$ cat config.mk
export PLATFORM = sky130hd
export DESIGN_NAME = rtc_cell
export DESIGN_NICKNAME = d
export VERILOG_FILES = /design/src/hw/rtl/rtc_pkg.sv /design/src/hw/rtl/rtc_cell.sv
export SDC_FILE = /design/constraint.sdc
export NUM_CORES = 1
export LEC_CHECK = 0
export BUFFER_PORTS_ARGS = -buffer_cell sky130_fd_sc_hd__buf_2
export CAP_MARGIN = 0
export CORE_MARGIN = 2
export CORE_UTILIZATION = 55
export CTS_CLUSTER_SIZE = 28
export DETAILED_ROUTE_END_ITERATION = 16
export GPL_TIMING_DRIVEN = 0
export PLACE_DENSITY = 0.86
export SYNTH_ARGS = -nofsm -noshare
export SYNTH_HDL_FRONTEND = slang
export SYNTH_SLANG_ARGS = --single-unit
$ cat constraint.sdc
create_clock -name clk -period 15.83 [get_ports clk]
set_input_delay 0.7915 -clock clk [delete_from_list [all_inputs] [get_ports clk]]
set_output_delay 0.7915 -clock clk [all_outputs]
set_load 0.005 [all_outputs]
$ cat src/hw/rtl/rtc_pkg.sv
// ----------------------------------------------------------------------------
// rtc_pkg: shared types and constants of the row to chunk locator
// Holds the field widths, command and status codes, the controller states
// and the link record that the search cells hand along the chain.
// ----------------------------------------------------------------------------
`default_nettype none

package rtc_pkg;

  localparam int MaxChunksDefault = 64;
  localparam int RowW = 31;
  localparam int ChunkW = 6;

  localparam logic CMD_APPEND = 1'b0;
  localparam logic CMD_LOOKUP = 1'b1;

  typedef enum logic [1:0] {
    ST_OK        = 2'd0,
    ST_NOT_FOUND = 2'd1,
    ST_EMPTY     = 2'd2,
    ST_FULL      = 2'd3
  } status_t;

  typedef enum logic {
    S_IDLE,
    S_SEARCH
  } state_t;

  typedef struct packed {
    logic              hit;
    logic [ChunkW-1:0] chunk;
    logic [RowW-1:0]   offset;
  } link_t;

endpackage

`default_nettype wire

$ cat src/hw/rtl/rtc_cell.sv
// ----------------------------------------------------------------------------
// rtc_cell: one chunk slot of the search chain
// Stores the first and last global row of one chunk and passes a hit record
// to its neighbor every cycle, inserting its own hit when the row falls in
// its range and no earlier cell has claimed it.
// ----------------------------------------------------------------------------
`default_nettype none

module rtc_cell #(
  parameter int CELL_INDEX = 0,
  parameter int IDX_W = 6,
  parameter int CNT_W = 7
) (
  input  wire                        clk,
  input  wire                        rst,
  input  wire                        wr_en,
  input  wire  [IDX_W-1:0]           wr_index,
  input  wire  [rtc_pkg::RowW-1:0]   wr_first,
  input  wire  [rtc_pkg::RowW-1:0]   wr_last,
  input  wire  [CNT_W-1:0]           chunks_loaded,
  input  wire  [rtc_pkg::RowW-1:0]   row,
  input  rtc_pkg::link_t             link_in,
  output rtc_pkg::link_t             link_out
);

  logic [rtc_pkg::RowW-1:0] first_row;
  logic [rtc_pkg::RowW-1:0] last_row;
  logic                     in_range;
  rtc_pkg::link_t           link_next;

  always_ff @(posedge clk) begin
    if (wr_en && (wr_index == IDX_W'(CELL_INDEX))) begin
      first_row <= wr_first;
      last_row  <= wr_last;
    end
  end

  always_comb begin
    in_range = (chunks_loaded > CNT_W'(CELL_INDEX)) && (row >= first_row) &&
               (row <= last_row);
    if (link_in.hit) begin
      link_next = link_in;
    end else if (in_range) begin
      link_next.hit    = 1'b1;
      link_next.chunk  = rtc_pkg::ChunkW'(CELL_INDEX);
      link_next.offset = row - first_row;
    end else begin
      link_next = '0;
    end
  end

  always_ff @(posedge clk) begin
    if (rst) begin
      link_out <= '0;
    end else begin
      link_out <= link_next;
    end
  end

endmodule

`default_nettype wire
==> results of run 1 <==
metal layers:
| metal | vias up | wire [µm] | global-route usage |
|---|---|---|---|
| met3 | 30 | 943 | 0.04515 |
| met1 | 2214 | 5695 | 0.3084 |
| met5 | - | 0 | 0 |
| li1 | 2357 | - | - |
| met4 | 0 | 386 | 0.1143 |
| met2 | 212 | 7187 | 0.4682 |
power by group through the flow:
stage	Sequential (µW)	Combinational [µW]	Clock, µW
4_1_cts	284	89.9	167
5_1_grt	285	99.9	177
6_report	284	90.7	166
3_3_place_gp	290	85.8	0
2_1_floorplan	291	48.8	0
3_5_place_dp	290	89.2	0
placed cells by master, fill, tap and decap left out, drive strengths merged, types with 7 or more instances in the layout:
cell    netlist  routed
a21oi        47      47
a22o         25      25
and2          7       7
buf           8     199
clkbuf        2      16
dfxtp        38      38
edfxtp       62      62
ha           62      62
inv          70      70
nand2        34      34
nand2b        9       9
nand3         7       7
nand4        15      15
nor2         14      14
o211ai        7       7
o21ai        28      28
xnor2        18      18
xor2          9       9
worst max-delay path: cells and delay by family:
kind / cells / cell delay [ns]
AOI/OAI and AO/OA: 4 / 1.28
adders and majority gates: 2 / 0.62
and+or+nand+nor: 3 / 0.50
buffers and inverters: 2 / 0.12
xor gates and xnor gates: 1 / 0.07
kinds of logic (layout without fill, tap and decap cells):
kind of cell,after synthesis,in the layout,share of synthesized area
AO/OA/AOI/OAI,150,150,0.1865
buffers and inverters,83,290,0.06518
flip-flops,100,100,0.4631
other,0,1,0
adder cells (fa/ha/maj),63,63,0.1405
XOR/XNOR,27,27,0.04176
AND/OR/NAND/NOR,111,111,0.1030
worst paths after layout:
kind	from	endpoint	slack [ns]
worst max-delay path	row[0]	link_out[28]	12.72
worst min register to register	first_row[0]	link_out[0]	0.61
worst max register to register	first_row[0]	link_out[28]	12.90
worst min-delay path	wr_last[11]	last_row[11]	0.58
synth_stat cells (all sizes together), types with 2 or more instances:
cell type	instances
nand2	34
nand2b	9
ha	62
dfxtp	38
clkbuf	2
and3	5
o21ai	28
a211oi	5
a21o	6
nand4	15
o31ai	6
xnor2	18
a31oi	6
nor4	4
nor2	14
a22oi	2
nor3	6
nor2b	3
o31a	2
o311ai	2
buf	8
xor2	9
inv	70
and2	7
o211ai	7
nand3	7
o21bai	4
a32o	2
o21a	2
a22o	25
a221o	2
edfxtp	62
a21oi	47
through the flow:
stage	instances	utilization	total power, µW	worst slack (ns)	hold slack (ns)
6_report	878	0.6917	541.0	12.72	0.5790
5_1_grt	878	0.6917	561.7	12.62	0.5743
4_1_cts	877	0.6915	540.5	12.79	0.5759
3_5_place_dp	861	0.6720	379.2	12.39	0.6013
3_3_place_gp	854	0.6662	375.7	5.671	0.5969
2_1_floorplan	534	-	339.9	7.851	0.5471
sequential cells by signal, indices dropped and copies added (netlist names):
register,count
last_row,31
first_row,31
link_out,38
layout make-up:
| cell class | instances | area (µm²) |
|---|---|---|
| Fill cell | 761 | 3126 |
| Multi-Input combinational cell | 351 | 2678 |
| Sequential cell | 100 | 2623 |
| Timing Repair Buffer | 191 | 973.4 |
| Inverter | 70 | 262.8 |
| Tap cell | 136 | 170.2 |
| Clock buffer | 14 | 162.7 |
| Buffer | 13 | 106.4 |
| Clock inverter | 2 | 35.03 |
| Antenna cell | 1 | 2.502 |
==> metrics.md, run 1 <==
| Metric | Value |
|---|---|
| H-tree depth | 3 |
| Post-route cell area | 7013 µm² |
| Synth warn | 0 |
| Outcome | finished clean |
| Placement Cell Area | 6813 µm² |
| Drt pass-1 iters | 5 |
| Initial Utilization | 0.5586 |
| Worst Skew | 0.01478 ns |
| Seq/Total Area, Yosys | 0.4631 |
| Clk Latency, worst-skew pair | 0.38 ns |
| Core area | 10140 µm² |
| CTS tree | done |
| Yosys top cell area share | 0.3288 |
| Gates resized, CTS repair | 0 |
| Fmax | 321.9 MHz |
| Root Buffer | clkbuf_8 |
| Overall routing resource usage | 0.2623 |
| Leading area contributor after synthesis | edfxtp_1 |
| Vias per cell | 5.482 |
| Max incr delay on CP | 0.54 ns |
| Synth top area cells | edfxtp_1 33%, ha_1 14%, dfxtp_1 13% |
| Slew margin rel. | 0.5993 |
| Synth cell types | 63 |
| Clock share of power | 0.308 |
| DRC | 0 |
| Slew @ Worst Pin | 0.5964 ns |
| Pwr Density | 77.15 nW/µm² |
| Max IR drop VDD | 0.04032 mV |
| Worst Path Arrival | 3.38 ns |
| Antenna Nets Post-Route | 0 |
| Critical Path Source Type | input pin |
| Reg power frac | 0.525 |
| RSZ-0062 raised after global routing | no |
| Vias | 4813 |
| Drt total wl | 14.21 mm |
| Pint | 407.1 µW |
| Drt wl/cell | 16.19 µm |
| Die ar. | 11120 µm² |
| Crit Path Class | in2reg |
| Worst Setup End Kind | register |
| Count of state elements after synthesis | 100 |
| RD Place Congestion | 0.9601 |
| Crit path max fanout | 5 |
| Post-synth EDFFs | 62 |
| Net Count, Synth | 744 |
| Post-layout nets | 946 |
| Max Cap Viol | 0 |
| Mean post-synth cell area | 10.60 µm² |
| Critical Path RT | 16.10 ns |
| Hold depth | 1 |
| Worst Reg2Reg Path Length in Cells | 10 |
| Initial antenna violation count | 1 |
| Dpl hpwl | 11.67 mm |
| Mapped Cells | 534 |
| # Post-CTS Setup Buffers | 0 |
| First-pass GRT wire length | 22.76 mm |
| Vias in the first global route | 4860 |
| # IOs | 185 |
| Largest net degree at the start of global routing | 16 |
| Maximum clock path buffer count | 2 |
| Setup violators final | 0 |
| Site Rows | 37 |
| Clock sinks | 100 |
| Ys flop type | edfxtp_1 |
| Asr flop ratio synth | 0 |
| Setup_tns | 0 ns |
| Num CTS Buffers | 9 |
| Slowest CP cell | o311ai_1 |
| Sw Ratio | 0.2476 |
| Crit path cell chain | buf_2 -> inv_1 -> ha_1 -> fa_1 -> nand2b_1 -> a21oi_1 -> a31oi_2 -> o311ai_1 -> nand4_1 -> nand3_1 -> xor2_1 -> a22o_1 |
| Total gr overflow | 0 |
| CTS Hold Bufs | 0 |
| Mapped cell area | 5663 µm² |
| Pleak | 0.003347 µW |
| Die W | 105.5 µm |
| Final Max Slew Viols | 0 |
| Worst Hold Class | in2reg |
| Comb power frac | 0.168 |
| Chip height | 105.5 µm |
| Port bufs | 184 |
| Period minus WS final | 3.107 ns |
| Net Switching | 134.0 µW |
| Final Hold Fails | 0 |
| Period utilization | 0.1962 |
| DR iter-0 viols | 276 |
| Clk slew on worst S/H paths | 0.10 ns |
| Share of post-route cells with drive strength above 1 | 0.3117 |
| Area Growth Syn to Fin | 23.84% |
Power figures use the tool's default switching activity.
==> run 2: changes to the inputs <==
--- a/config.mk
+++ b/config.mk
@@ -8,11 +8,11 @@
 export BUFFER_PORTS_ARGS = -buffer_cell sky130_fd_sc_hd__buf_2
 export CAP_MARGIN = 0
 export CORE_MARGIN = 2
-export CORE_UTILIZATION = 55
+export CORE_UTILIZATION = 46
 export CTS_CLUSTER_SIZE = 28
 export DETAILED_ROUTE_END_ITERATION = 16
 export GPL_TIMING_DRIVEN = 0
-export PLACE_DENSITY = 0.86
+export PLACE_DENSITY = 0.76
 export SYNTH_ARGS = -nofsm -noshare
 export SYNTH_HDL_FRONTEND = slang
 export SYNTH_SLANG_ARGS = --single-unit
==> constraint.sdc (replaced) <==
create_clock -name clk -period 2.6 [get_ports clk]
set_input_delay 0.13 -clock clk [delete_from_list [all_inputs] [get_ports clk]]
set_output_delay 0.13 -clock clk [all_outputs]
set_load 0.005 [all_outputs]
==> run 2 against run 1 <==
Compared with the run above:
- non-clock buffer count up 83
- largest power group unchanged
- critical path depth decreased by 2
- routed wire length grew 11%
- final area grew 16%
- critical endpoint is now link_out[22]
- core utilization is 1.5 points lower
- sequential power increased to 6.1 times the previous value
- via count rose by 4.7%
- sequential share of layout area down 5.1 points
==> metrics.md, run 2 (synthesized netlist as in run 1, its figures left out) <==
| Metric | Value |
|---|---|
| Outcome | finished clean |
| Hold depth | 2 (+1) |
| Worst Hold Slack | 0.003686 ns (-0.5753 ns) |
| Worst Skew | 0.01264 ns (-0.002138 ns) |
| Period utilization | 0.9687 |
| Drt total wl | 15.84 mm (+11%) |
| Initial antenna violation count | 0 (-1) |
| Worst Reg2Reg Path Length in Cells | 10 (unchanged) |
| Worst Hold Class | in2reg |
| Final Max Slew Viols | 0 (unchanged) |
| Pwr Density | 456.0 nW/µm² (+490%) |
| Drt wl/cell | 16.31 µm (+0.74%) |
| Multi-input gate area | 2848 µm² (+6.4%) |
| Area Growth Syn to Fin | 43.53% |
| Register area | 2623 µm² (unchanged) |
| Overall routing resource usage | 0.2431 (-0.01921) |
| Die ar. | 13210 µm² (+19%) |
| CTS tree | done |
| Final Hold Fails | 0 (unchanged) |
| RSZ-0062 raised after global routing | yes |
| Clk Latency, worst-skew pair | 0.36 ns (-0.02 ns) |
| Site Rows | 40 (+8.1%) |
| Crit path max fanout | 5 (unchanged) |
| Crit Path Class | reg2reg |
| Drt pass-1 iters | 4 (-1) |
| RD Place Congestion | 0.9132 (-4.9%) |
| Slew @ Worst Pin | 0.5281 ns (-0.06829 ns) |
| Vias in the first global route | 5236 (+7.7%) |
| Worst Setup SP | first_row[0] |
| Max Cap Viol | 0 (unchanged) |
| Crit path cell chain | ha_2 -> fa_2 -> nand2b_4 -> a21oi_4 -> a31oi_4 -> o31a_1 -> o21ai_2 -> o21ai_2 -> xnor2_1 -> a22o_1 |
| Die W | 115.0 µm (+9.0%) |
| Met1 GRT Util | 0.2858 (-0.02262) |
| R2R Setup Slk | 0.08 ns (-12.82 ns) |
| Root Buffer | clkbuf_16 |
| Core area | 12010 µm² (+18%) |
| Antenna Cells | 0 (-1) |
| Most flops, register | link_out |
| Vias | 5041 (+4.7%) |
| Clk slew on worst S/H paths | 0.07 ns (-0.03 ns) |
| Pleak | 0.003762 µW (+12%) |
| Grt peak-use layer | met2 |
| Reg2reg end | link_out[22] |
| First-pass GRT wire length | 24.67 mm (+8.4%) |
| Worst Path Arrival | 2.76 ns (-0.62 ns) |
| Fmax | 397.0 MHz |
| Hold_sp | link_in[35] |
| Overall Power | 3706 µW (+580%) |
| DRC | 0 (unchanged) |
| Hold Crit Endpoint | link_out[35] |
| Max incr delay on CP | 0.37 ns (-0.17 ns) |
| Max IR drop VDD | 0.3625 mV (+800%) |
| Clock sinks | 100 (unchanged) |
| Total gr overflow | 0 (unchanged) |
| Maximum clock path buffer count | 2 (unchanged) |
| Final Util | 0.6767 (-0.01505) |
| Commonest non-fill, non-tap cell in the layout | buf_2 |
| H-tree depth | 3 (unchanged) |
| Period minus WS final | 2.519 ns |
| Slowest CP cell | edfxtp_1 |
| Crit Reg-Reg Startpoint | first_row[0] |
| Delay-heaviest family, CP | compound AO/OA/AOI/OAI gates |
| Num CTS Buffers | 9 (unchanged) |
| Chip height | 115.0 µm (+9.0%) |
| # IOs | 185 (unchanged) |
| Top flop regs | link_out x38, first_row x31, last_row x31 |
| Grt met3 use | 0.04955 (+0.004407) |
| DR iter-0 viols | 245 (-11%) |
| Largest net degree at the start of global routing | 18 (+2) |
| Critical Path RT | 2.84 ns (-13.26 ns) |
| Max FFs per register | 38 (unchanged) |
| Share of post-route cells with drive strength above 1 | 0.3155 (+0.003793) |
| Vias per cell | 5.192 (-5.3%) |
| Worst Setup End Kind | register |
| Critical Path Source Type | register |
| Post-layout nets | 1029 (+8.8%) |
| # fillers | 882 (+16%) |
| Most used cell, CP | o21ai_2 |
| Port bufs | 184 (unchanged) |
| Dpl hpwl | 11.69 mm (+0.17%) |
| Slew margin rel. | 0.6453 (+0.04594) |
| Setup violators final | 0 (unchanged) |
| Initial Utilization | 0.4715 (-0.08710) |
| Antenna Nets Post-Route | 0 (unchanged) |
| Commonest non-fill, non-tap cells in the layout | 186 x buf_2, 81 x dlygate4sd3_1, 71 x inv_1 |
| Global routing usage on met2 | 0.4408 (-0.02742) |
| Buf/Inv on CP | 0 (-2) |
run 2: power breakdown:
group,switching [µW],leakage [µW],internal [µW]
Sequential,10.2,0.000871,1720
Combinational,328,0.00274,356
Clock,595,0.000150,696
run 2: what timing repair did:
action,4_1_cts,5_1_grt
pin swaps,6,12
hold buffers,79,1
resized for setup,8,27
hold endpoints to repair,79,1
endpoints found under the setup margin,23,26
buffers inserted,4,2
run 2: layout make-up:
type,instances,share of cell area
multi-input cells,351,0.3504
flip-flops and latches,100,0.3227
repair buffers,274,0.2238
inverters,70,0.03233
clock buffers,9,0.02771
well taps,147,0.02263
plain buffers,13,0.01355
clock inverters,7,0.006927
run 2: how the worst max path moves through the flow:
stage,to,slack (ns),cells past startpoint
floorplan,first_row[0],-0.55,2
global placement,first_row[28],-1.38,3
detailed placement,link_out[28],-0.25,10
CTS,link_out[22],-0.01,10
global route,link_out[22],-0.03,10
finish,link_out[22],0.08,10
run 2: routing by layer:
metal / share of wire / vias to the layer above / routed length (µm)
met4: 0.021 / 0 / 336
met3: 0.043 / 26 / 684
met5: 0 / - / 0
li1: - / 2516 / -
met1: 0.42 / 2343 / 6726
met2: 0.51 / 156 / 8088
run 2: through the flow:
stage | cell area (µm²) | setup WS [ns] | std cells | setup TNS, ns
CTS | 7988 | -0.01245 | 968 | -0.03042
floorplan | 5682 | -0.5498 | 534 | -34.09
global route | 8128 | -0.02755 | 971 | -0.08073
global placement | 6787 | -1.378 | 865 | -87.00
detailed placement | 6839 | -0.2502 | 869 | -2.378
finish | 8128 | 0.08140 | 971 | 0
==> run 3: changes to the inputs <==
--- a/config.mk
+++ b/config.mk
@@ -13,6 +13,7 @@
 export DETAILED_ROUTE_END_ITERATION = 16
 export GPL_TIMING_DRIVEN = 0
 export PLACE_DENSITY = 0.76
+export REMOVE_ABC_BUFFERS = 1
 export SYNTH_ARGS = -nofsm -noshare
 export SYNTH_HDL_FRONTEND = slang
 export SYNTH_SLANG_ARGS = --single-unit
==> run 3 against run 2 <==
Compared with the run above:
- global-route usage grew 0.74 points
- clock skew shrank 0.0039 ns
- final cell count grew 0.41%
- routed wire length grew 3.3%
- sequential power is essentially flat
- combinational power grew 2%
- sequential share of layout area shrank 0.30 points
- flip-flop and latch count is the same
- final area grew 0.94%
- largest cell class unchanged
==> metrics.md, run 3 (synthesized netlist as in run 1, its figures left out) <==
| Metric | Value |
|---|---|
| Crit Path Class | reg2reg |
| Max FFs per register | 38 (unchanged) |
| Commonest non-fill, non-tap cells in the layout | 184 x buf_2, 84 x dlygate4sd3_1, 70 x inv_1 |
| Num CTS Buffers | 9 (unchanged) |
| Crit path max fanout | 5 (unchanged) |
| Max IR drop VDD | 0.2632 mV (-27%) |
| # IOs | 185 (unchanged) |
| M1 WL | 6.453 mm (-4.1%) |
| Top sig layer | met4 |
| DR iter-0 viols | 230 (-6.1%) |
| R2R Setup Slk | 0.05 ns (-0.03 ns) |
| Buf/Inv on CP | 2 (+2) |
| Drt total wl | 16.36 mm (+3.3%) |
| Reg2reg end | link_out[7] |
| Metal3 WL | 906 µm (+32%) |
| Critical Path RT | 2.85 ns (about the same) |
| Hold_sp | link_in[13] |
| Final Util | 0.6830 (+0.006354) |
| Core area | 12010 µm² (unchanged) |
| Die ar. | 13210 µm² (unchanged) |
| Port bufs | 184 (unchanged) |
| Clock sinks | 100 (unchanged) |
| Drt wl/cell | 16.78 µm (+2.9%) |
| Outcome | finished clean |
| Commonest non-fill, non-tap cell in the layout | buf_2 |
| Met2 wire length | 8.443 mm (+4.4%) |
| Antenna Nets Post-Route | 0 (unchanged) |
| Maximum clock path buffer count | 2 (unchanged) |
| Share of post-route cells with drive strength above 1 | 0.3285 (+0.01297) |
| Area Growth Syn to Fin | 44.87% |
| Setup violators final | 0 (unchanged) |
| Initial Utilization | 0.4715 (unchanged) |
| Cell Count, Final, Fillers Out | 975 (+0.41%) |
| Setup ws final | 0.05265 ns (-0.02874 ns) |
| Hold depth | 2 (unchanged) |
| Worst Hold Class | in2reg |
| Clk slew on worst S/H paths | 0.07 ns (about the same) |
| Root Buffer | clkbuf_16 |
| Worst Setup End Kind | register |
| Initial antenna violation count | 0 (unchanged) |
| Most used cell, CP | a221o_1 |
| Top flop regs | link_out x38, first_row x31, last_row x31 |
| Vias in the first global route | 5388 (+2.9%) |
| RSZ-0062 raised after global routing | yes |
| Slew @ Worst Pin | 1.313 ns (+0.7854 ns) |
| Delay-heaviest family, CP | compound AO/OA/AOI/OAI gates |
| Placed insts | 859 (-1.2%) |
| Slowest CP cell | edfxtp_1 |
| RD Place Congestion | 0.9171 (+0.43%) |
| Pleak | 0.003785 µW (+0.61%) |
| H-tree depth | 3 (unchanged) |
| Place WS | -0.3588 ns (-0.1087 ns) |
| Period minus WS final | 2.547 ns (+0.02874 ns) |
| CTS tree | done |
| Final Hold Fails | 0 (unchanged) |
| Dpl hpwl | 11.42 mm (-2.3%) |
| Crit Reg-Reg Startpoint | first_row[26] |
| Worst Reg2Reg Path Length in Cells | 10 (unchanged) |
| Most flops, register | link_out |
| Overall routing resource usage | 0.2505 (+0.007436) |
| Drt pass-1 iters | 4 (unchanged) |
| Pwr Density | 463.8 nW/µm² (+1.7%) |
| Clk Latency, worst-skew pair | 0.36 ns (about the same) |
| Vias | 5139 (+1.9%) |
| Worst Skew | 0.008743 ns (-0.003902 ns) |
| Crit path cell chain | inv_1 -> ha_2 -> a21oi_2 -> o21ai_1 -> a221o_1 -> a221o_1 -> o21ai_4 -> nor2_4 -> buf_4 -> a32o_1 |
| Final Max Slew Viols | 0 (unchanged) |
| Post-layout nets | 1033 (+0.39%) |
| Critical Path Source Type | register |
| Slew margin rel. | 0.1243 (-0.5209) |
| Die W | 115.0 µm (unchanged) |
| Site Rows | 40 (unchanged) |
| Vias per cell | 5.271 (+1.5%) |
| Hold Crit Endpoint | link_out[13] |
| Overall Power | 3805 µW (+2.7%) |
| Total gr overflow | 0 (unchanged) |
| Largest net degree at the start of global routing | 39 (+21) |
| Worst path depth | 10 (unchanged) |
| Fmax | 392.6 MHz (-1.1%) |
| First-pass GRT wire length | 25.33 mm (+2.7%) |
| Max Cap Viol | 0 (unchanged) |
| Period utilization | 0.9797 (+0.01105) |
| DRC | 0 (unchanged) |
| # fillers | 909 (+3.1%) |
| Max incr delay on CP | 0.38 ns (about the same) |
| Antenna Cells | 0 (unchanged) |
| Chip height | 115.0 µm (unchanged) |
| Worst Path Arrival | 2.79 ns (+0.03 ns) |
==> run 3: report_power, final <==
group	internal (µW)	leakage (µW)	total [µW]	switching, µW
Sequential	1720	0.000871	1730	10.0
Combinational	367	0.00277	700	333
Clock	795	0.000149	1370	578
Total	2880	0.00378	3800	922
==> run 3: through the flow <==
stage | cell area [µm²] | hold slack [ns] | setup TNS [ns]
after global routing | 8204 | 0.004184 | -0.05256
after detailed placement | 6720 | 0.3081 | -9.854
after global placement | 6661 | 0.3065 | -430.09
after CTS | 7998 | 0.001333 | 0
final | 8204 | 0.006828 | 0
after floorplan | 5557 | 0.2289 | -292.48
==> run 3: timing repair <==
| item | in CTS | in global routing |
|---|---|---|
| resized for setup | 10 | 31 |
| hold endpoints to repair | 84 | 0 |
| pin swaps | 5 | 11 |
| buffers inserted | 7 | 8 |
| gates cloned | 1 | 0 |
| hold buffers | 84 | 0 |
| setup endpoints to repair | 27 | 31 |
==> run 3: cell type report <==
| class | instances | area, µm² | share of cell area |
|---|---|---|---|
| clock buffers | 12 | 256.5 | 0.03126 |
| well taps | 147 | 183.9 | 0.02242 |
| multi-input cells | 352 | 2879 | 0.3509 |
| clock inverters | 4 | 47.55 | 0.005795 |
| flip-flops and latches | 100 | 2623 | 0.3197 |
| repair buffers | 290 | 1952 | 0.2379 |
| inverters | 70 | 262.8 | 0.03203 |
==> run 3: worst max path at each step <==
stage,start,endpoint
final,first_row[26],link_out[7]
after global routing,first_row[0],link_out[30]
after detailed placement,last_row[13],link_out[2]
after global placement,wr_index[2],first_row[29]
after floorplan,wr_index[2],first_row[0]
after CTS,first_row[18],link_out[27]
==> run 3: worst reg2reg max path: cells and delay by family (launching register included) <==
| family | cells | cell delay (ns) |
|---|---|---|
| compound gates | 6 | 1.43 |
| flops | 1 | 0.38 |
| fa+ha+maj | 1 | 0.30 |
| buf+inv | 2 | 0.25 |
| simple gates | 1 | 0.08 |
==> run 3: routing by layer <==
metal	track usage	vias to the layer above
met3	0.04902	36
met5	0	-
met1	0.2840	2404
met4	0.1173	0
li1	-	2525
met2	0.4529	174
